## config.mk

```make
export PLATFORM = sky130hd
export DESIGN_NAME = sorted_priority_queue_unit_flat
export DESIGN_NICKNAME = d
export VERILOG_FILES = /design/src/rtl/spq_pkg.sv /design/src/rtl/spq_if.sv /design/src/rtl/spq_cell.sv /design/src/rtl/sorted_priority_queue_unit.sv /design/src/flat_wrapper.sv
export SDC_FILE = /design/constraint.sdc
export NUM_CORES = 2
export LEC_CHECK = 0
export BUFFER_PORTS_ARGS = -buffer_cell sky130_fd_sc_hd__buf_2
export CAP_MARGIN = 20
export CORE_MARGIN = 2
export CORE_UTILIZATION = 55
export DETAILED_ROUTE_END_ITERATION = 7
export HOLD_SLACK_MARGIN = 0.05
export PLACE_DENSITY = 0.67
export RECOVER_POWER = 25
export SLEW_MARGIN = 20
export SYNTH_ARGS = -nofsm -noshare
export SYNTH_HDL_FRONTEND = slang
export SYNTH_HIERARCHICAL = 1
export SYNTH_SLANG_ARGS = --single-unit
```

## constraint.sdc

```tcl
create_clock -name i_clk -period 13.77 [get_ports i_clk]
set_input_delay 0.6885 -clock i_clk [delete_from_list [all_inputs] [get_ports i_clk]]
set_output_delay 0.6885 -clock i_clk [all_outputs]
set_load 0.005 [all_outputs]
```

## src/rtl/spq_pkg.sv

```systemverilog
// Package for the sorted priority queue: operation codes, field widths,
// and the slot and command types shared by the cells and the top level.
// No dependencies.
package spq_pkg;

    localparam int SPQ_DATA_W   = 32;
    localparam int SPQ_COUNT_W  = 5;
    localparam int SPQ_OP_W     = 2;
    localparam int SPQ_CAPACITY = 16;

    localparam logic [SPQ_OP_W-1:0] OP_PUSH  = 2'd0;
    localparam logic [SPQ_OP_W-1:0] OP_POP   = 2'd1;
    localparam logic [SPQ_OP_W-1:0] OP_CLEAR = 2'd2;

    // One stored entry.
    typedef struct packed {
        logic signed [SPQ_DATA_W-1:0] value;
        logic signed [SPQ_DATA_W-1:0] prio;
    } t_slot;

    // Command broadcast to every cell in the chain.
    typedef struct packed {
        logic  push;
        logic  pop;
        logic  clear;
        t_slot entry;
    } t_cell_cmd;

endpackage

```

## src/rtl/spq_if.sv

```systemverilog
// Handshake interfaces for the input and result channels of the queue.
// Depends on spq_pkg for the field widths.
interface spq_in_if import spq_pkg::*; ();
    logic                         valid;
    logic                         ready;
    logic [SPQ_OP_W-1:0]          op;
    logic signed [SPQ_DATA_W-1:0] value;
    logic signed [SPQ_DATA_W-1:0] priority_req;

    modport source (output valid, op, value, priority_req, input ready);
    modport sink   (input valid, op, value, priority_req, output ready);
endinterface

interface spq_out_if import spq_pkg::*; ();
    logic                         valid;
    logic                         ready;
    logic signed [SPQ_DATA_W-1:0] head_value;
    logic signed [SPQ_DATA_W-1:0] head_priority;
    logic [SPQ_COUNT_W-1:0]       entry_count;
    logic                         is_empty;
    logic                         is_full;
    logic                         rejected;

    modport source (output valid, head_value, head_priority, entry_count, is_empty,
                    is_full, rejected, input ready);
    modport sink   (input valid, head_value, head_priority, entry_count, is_empty,
                    is_full, rejected, output ready);
endinterface

```

## src/rtl/spq_cell.sv

```systemverilog
// One slot of the sorted chain: holds an entry and its valid bit, and on a
// push or pop takes the new entry or a neighbor's entry. Depends on spq_pkg.
module spq_cell import spq_pkg::*; (
    input  logic      i_clk,
    input  logic      i_rst_n,
    input  t_cell_cmd i_cmd,
    input  t_slot     i_left_slot,
    input  logic      i_left_valid,
    input  logic      i_left_cond,
    input  t_slot     i_right_slot,
    input  logic      i_right_valid,
    output t_slot     o_slot,
    output logic      o_valid,
    output logic      o_cond
);

    t_slot r_slot;
    logic  r_valid;
    logic  w_cond;

    // True from the insertion point onward: the slot is empty or its
    // priority is strictly greater than the pushed one.
    assign w_cond = !r_valid || (r_slot.prio > i_cmd.entry.prio);

    always_ff @(posedge i_clk) begin
        if (!i_rst_n) begin
            r_valid <= 1'b0;
        end else if (i_cmd.clear) begin
            r_valid <= 1'b0;
        end else if (i_cmd.push) begin
            r_valid <= r_valid | i_left_valid;
        end else if (i_cmd.pop) begin
            r_valid <= i_right_valid;
        end
    end

    always_ff @(posedge i_clk) begin
        if (i_cmd.push) begin
            if (w_cond) begin
                r_slot <= i_left_cond ? i_left_slot : i_cmd.entry;
            end
        end else if (i_cmd.pop) begin
            r_slot <= i_right_slot;
        end
    end

    assign o_slot  = r_slot;
    assign o_valid = r_valid;
    assign o_cond  = w_cond;

endmodule

```

## src/rtl/sorted_priority_queue_unit.sv

```systemverilog
// Sorted priority queue: a chain of CAPACITY compare-and-shift cells.
// The result of an operation is presented in the cycle after it is accepted.
// Throughput: one operation per cycle while results are taken; every cell compares and shifts in parallel.
// Input is refused only while a result waits unread at the output register.
// Reset (synchronous, active low) empties the queue; entry storage is not cleared.
module sorted_priority_queue_unit import spq_pkg::*; #(
    parameter int CAPACITY = SPQ_CAPACITY
) (
    input  logic      i_clk,
    input  logic      i_rst_n,
    spq_in_if.sink    i_in,
    spq_out_if.source o_out
);

    localparam int CNT_W = $clog2(CAPACITY + 1);

    t_slot     w_slot  [CAPACITY];
    logic      w_valid [CAPACITY];
    logic      w_cond  [CAPACITY];
    t_cell_cmd w_cmd;

    logic [CNT_W-1:0]       r_count;
    logic [CNT_W-1:0]       n_count;
    logic                   r_out_valid;
    logic                   r_rejected;
    logic                   w_accept;
    logic                   w_full;
    logic                   w_empty;
    logic                   w_reject;
    logic [CNT_W+SPQ_COUNT_W-1:0] w_count_ext;

    assign w_full   = (r_count == CNT_W'(CAPACITY));
    assign w_empty  = (r_count == '0);
    assign i_in.ready = !r_out_valid || o_out.ready;
    assign w_accept = i_in.valid && i_in.ready;

    always_comb begin
        w_cmd             = '0;
        w_cmd.entry.value = i_in.value;
        w_cmd.entry.prio  = i_in.priority_req;
        w_reject          = 1'b0;
        n_count           = r_count;
        case (i_in.op)
            OP_PUSH: begin
                w_reject   = w_full;
                w_cmd.push = w_accept && !w_full;
                if (w_cmd.push) begin
                    n_count = r_count + 1'b1;
                end
            end
            OP_POP: begin
                w_reject  = w_empty;
                w_cmd.pop = w_accept && !w_empty;
                if (w_cmd.pop) begin
                    n_count = r_count - 1'b1;
                end
            end
            OP_CLEAR: begin
                w_cmd.clear = w_accept;
                if (w_accept) begin
                    n_count = '0;
                end
            end
            default: begin
            end
        endcase
    end

    genvar gi;
    generate
        for (gi = 0; gi < CAPACITY; gi++) begin : g_cell
            t_slot w_lslot;
            logic  w_lvalid;
            logic  w_lcond;
            t_slot w_rslot;
            logic  w_rvalid;

            if (gi == 0) begin : g_head
                assign w_lslot  = w_cmd.entry;
                assign w_lvalid = 1'b1;
                assign w_lcond  = 1'b0;
            end else begin : g_mid_l
                assign w_lslot  = w_slot[gi-1];
                assign w_lvalid = w_valid[gi-1];
                assign w_lcond  = w_cond[gi-1];
            end

            if (gi == CAPACITY - 1) begin : g_tail
                assign w_rslot  = '0;
                assign w_rvalid = 1'b0;
            end else begin : g_mid_r
                assign w_rslot  = w_slot[gi+1];
                assign w_rvalid = w_valid[gi+1];
            end

            spq_cell u_cell (
                .i_clk         (i_clk),
                .i_rst_n       (i_rst_n),
                .i_cmd         (w_cmd),
                .i_left_slot   (w_lslot),
                .i_left_valid  (w_lvalid),
                .i_left_cond   (w_lcond),
                .i_right_slot  (w_rslot),
                .i_right_valid (w_rvalid),
                .o_slot        (w_slot[gi]),
                .o_valid       (w_valid[gi]),
                .o_cond        (w_cond[gi])
            );
        end
    endgenerate

    always_ff @(posedge i_clk) begin
        if (!i_rst_n) begin
            r_count     <= '0;
            r_out_valid <= 1'b0;
        end else begin
            r_count <= n_count;
            if (w_accept) begin
                r_out_valid <= 1'b1;
            end else if (o_out.ready) begin
                r_out_valid <= 1'b0;
            end
        end
    end

    always_ff @(posedge i_clk) begin
        if (w_accept) begin
            r_rejected <= w_reject;
        end
    end

    // The queue state only changes when a new operation is accepted, which
    // happens only once the pending result leaves, so it is read directly.
    assign w_count_ext         = (CNT_W + SPQ_COUNT_W)'(r_count);
    assign o_out.valid         = r_out_valid;
    assign o_out.head_value    = w_valid[0] ? w_slot[0].value : '0;
    assign o_out.head_priority = w_valid[0] ? w_slot[0].prio  : '0;
    assign o_out.entry_count   = w_count_ext[SPQ_COUNT_W-1:0];
    assign o_out.is_empty      = w_empty;
    assign o_out.is_full       = w_full;
    assign o_out.rejected      = r_rejected;

endmodule

```

## src/flat_wrapper.sv

```systemverilog
// flat-port wrapper written by rule: the top's interface ports become plain ports
module sorted_priority_queue_unit_flat import spq_pkg::*;
#(
    parameter int CAPACITY = SPQ_CAPACITY
)
  (i_clk, i_rst_n, i_in_valid, i_in_op, i_in_value, i_in_priority_req, i_in_ready, o_out_valid, o_out_head_value, o_out_head_priority, o_out_entry_count, o_out_is_empty, o_out_is_full, o_out_rejected, o_out_ready);
  spq_in_if i_in_i ();
  spq_out_if o_out_i ();
  input  logic i_clk;
  input  logic i_rst_n;
  input wire logic [$bits(i_in_i.valid)-1:0] i_in_valid;
  input wire logic [$bits(i_in_i.op)-1:0] i_in_op;
  input wire logic [$bits(i_in_i.value)-1:0] i_in_value;
  input wire logic [$bits(i_in_i.priority_req)-1:0] i_in_priority_req;
  output wire logic [$bits(i_in_i.ready)-1:0] i_in_ready;
  output wire logic [$bits(o_out_i.valid)-1:0] o_out_valid;
  output wire logic [$bits(o_out_i.head_value)-1:0] o_out_head_value;
  output wire logic [$bits(o_out_i.head_priority)-1:0] o_out_head_priority;
  output wire logic [$bits(o_out_i.entry_count)-1:0] o_out_entry_count;
  output wire logic [$bits(o_out_i.is_empty)-1:0] o_out_is_empty;
  output wire logic [$bits(o_out_i.is_full)-1:0] o_out_is_full;
  output wire logic [$bits(o_out_i.rejected)-1:0] o_out_rejected;
  input wire logic [$bits(o_out_i.ready)-1:0] o_out_ready;
  assign i_in_i.valid = i_in_valid;
  assign i_in_i.op = i_in_op;
  assign i_in_i.value = i_in_value;
  assign i_in_i.priority_req = i_in_priority_req;
  assign i_in_ready = i_in_i.ready;
  assign o_out_valid = o_out_i.valid;
  assign o_out_head_value = o_out_i.head_value;
  assign o_out_head_priority = o_out_i.head_priority;
  assign o_out_entry_count = o_out_i.entry_count;
  assign o_out_is_empty = o_out_i.is_empty;
  assign o_out_is_full = o_out_i.is_full;
  assign o_out_rejected = o_out_i.rejected;
  assign o_out_i.ready = o_out_ready;
  sorted_priority_queue_unit #(.CAPACITY(CAPACITY)) u_core (.i_clk(i_clk), .i_rst_n(i_rst_n), .i_in(i_in_i), .o_out(o_out_i));
endmodule
```

==> results by group <==
Yosys
  • Post-synthesis cell count: 6744
  • Mapped Avg Cell Area: 10.0 sq um
  • Synth Warn #: 6
  • Synthesized area: 67600 sq um

Placement
  • Placer Congestion: around 0.89
  • DP Wirelength: 113000 um
  • Dpl ws: 8.04 ns
  • Port buffer count: approximately 140

Timing
  • Max-slew violations: 828
  • Unrepaired setup endpoints after global routing: false
  • Fin Hold WS: 0.265 ns
  • Final Skew: 0.0404 ns
  • Final Critical Period: 8.18 ns
  • Worst Slack Setup Final: between 5 and 6 ns
  • Final setup vio count: 0
  • F_max: approximately 0.12 GHz
  • Final Hold Fails: 0
  • Crit share post-route: 59.4%
  • Setup_tns: 0 ns
  • Worst slew pin tran: 4.24 ns
  • Relative slew slack: -183%

Floorplanning
  • Width of the die: approximately 350 um
  • Row count: 128
  • Die Ht: ~350 um
  • Core area: 122000 sq um
  • # IOs: 144
  • Die area: around 130000 sq um
  • Initial Util: 55.5%

Power and ir drop
  • Lkg Pwr: 35.8 nW
  • Peak VDD IR: roughly 110 uV
  • Tot Pwr: between 0.008 and 0.009 W
  • P per Cell Area: 112 nW/um^2

GRT
  • Pin count of the biggest net entering global routing: ~260
  • Initial antenna violation count: 6
  • GRT Overall Usage: 25.3%
  • Wire length of the first global-routing pass: 258000 um
  • Vias in the first global route: 46891
  • GR Overflow Total: 0

Setup path
  • Critical path class: flip-flop to flip-flop
  • Critical path launch point type: flip-flop
  • Critical Path RT: 14.12 ns
  • CP Capture Type: flip-flop
  • Worst Path Arrival: 8.53 ns
  • CP Max Fanout: around 180

CTS
  • Worst-skew pair later-pin latency: 0.74 ns
  • TritonCTS clock tree: yes
  • CTS Hold Buffers Added: 0
  • Num CTS Buffers: 117
  • Bufs on Longest Clock Path: 3
  • TritonCTS Sinks: 1047
  • Clock transition at path regs: 0.06 ns
  • Root Driver: clkbuf_16
  • Setup Buffers After CTS: 0
  • CTS H-tree depth: 3
  • CTS resizes: 0

Finish
  • Filler Cells Inserted: 10440
  • Area Overhead vs Synth: 8.55%
  • Multi-input logic area: between 30000 and 40000 sq um
  • Storage element area: 31200 sq um
  • Layout cell share with drive strength beyond 1: 6.11%
  • Layout Nets: 7351
  • Final core occ: 60.2%

Drt
  • DRT Wirelength: 163000 um
  • WL per Instance: approximately 19 um
  • DR DRC count: 0
  • Via count: 48808
  • DRT Pass-1 Iters: 6
  • Initial DRC count: approximately 4300
  • Post-route ant nets: 0
  • DR vias/cell: 5.74

Run
  • Max Cap Viol: 26

Status
  • Failing checks: max-capacitance violations, max-slew violations
  • Status: finished with violations

Min path
  • Hold Crit Class: input port to flip-flop
[where the power goes]
group	switching (W)	total, W	internal (W)
clock network	0.00135	0.00330	0.00195
logic	0.000689	0.00107	0.000382
registers	0.000128	0.00387	0.00374
total	0.00217	0.00824	0.00607
[flip-flops by register name, indices dropped and copies added, names as in the netlist]
register and flops:
u_core/o_out.valid 1, u_core/o_out.rejected 1, u_core/g_cell.u_cell/o_valid 16, u_core/g_cell.u_cell/o_slot 1024, u_core/o_out.entry_count 5
[cells in the final DEF, fill, tap and decap left out, drive strengths merged, types with 69 or more instances in the layout]
| master | instances |
|---|---|
| nand4 | 116 |
| o21ai | 134 |
| nand2 | 170 |
| buf | 168 |
| edfxtp | 1025 |
| a21oi | 1265 |
| inv | 602 |
| nor2 | 1096 |
| mux2i | 1035 |
| nor3 | 69 |
| ha | 513 |
| clkbuf | 171 |
[per-stage QoR]
step / std cells / area, sq um
global placement: 8274 / 69900
global route: 8496 / 73400
CTS: 8495 / 74000
detailed placement: 8274 / 69900
floorplan: 6809 / 67900
finish: 8497 / 73400
[critical path: stages, from the launching register on]
cell and delay [ns]:
dfxtp_1 0.44, nor4_1 0.16, and2_0 0.21, nor4_1 0.39
buf_12 0.57, clkbuf_1 1.86, clkbuf_1 2.03, inv_1 0.28
o31ai_4 0.94, buf_4 0.71
[worst paths after layout]
kind                            slack [ns]  cells after the start                                       endpoint                                           from
worst max-delay path                  5.59                      9   u_core/g_cell[8].u_cell/o_slot[50]$_DFFE_PP_       u_core/o_out.entry_count[1]$_SDFFE_PN0P_
worst min-delay path                  0.26                      3                u_core/o_out.valid$_SDFFE_PN0P_                                     i_in_valid
worst max register to register        5.59                      9   u_core/g_cell[8].u_cell/o_slot[50]$_DFFE_PP_       u_core/o_out.entry_count[1]$_SDFFE_PN0P_
worst min register to register        0.52                      2  u_core/g_cell[14].u_cell/o_valid$_SDFFE_PP0P_  u_core/g_cell[15].u_cell/o_valid$_SDFFE_PP0P_
[per-layer routing]
layer / routed length (um) / vias to the layer above / track usage, %
met5: 61 / - / 0
met4: 3240 / 10 / 6.50
met3: 10400 / 211 / 3.44
met2: 70000 / 1317 / 38.0
met1: 78900 / 22884 / 38.5
li1: - / 24386 / -
[cell type report]
type / count / area share (%)
tap: 1625 / 2.77
antenna: 2 / 0.00682
inverter: 598 / 3.06
clock inverter: 82 / 1.33
clock buffer: 139 / 4.21
sequential: 1047 / 42.5
timing repair buffer: 200 / 1.58
multi-input combinational: 4804 / 44.5
Power figures use the tool's default switching activity.
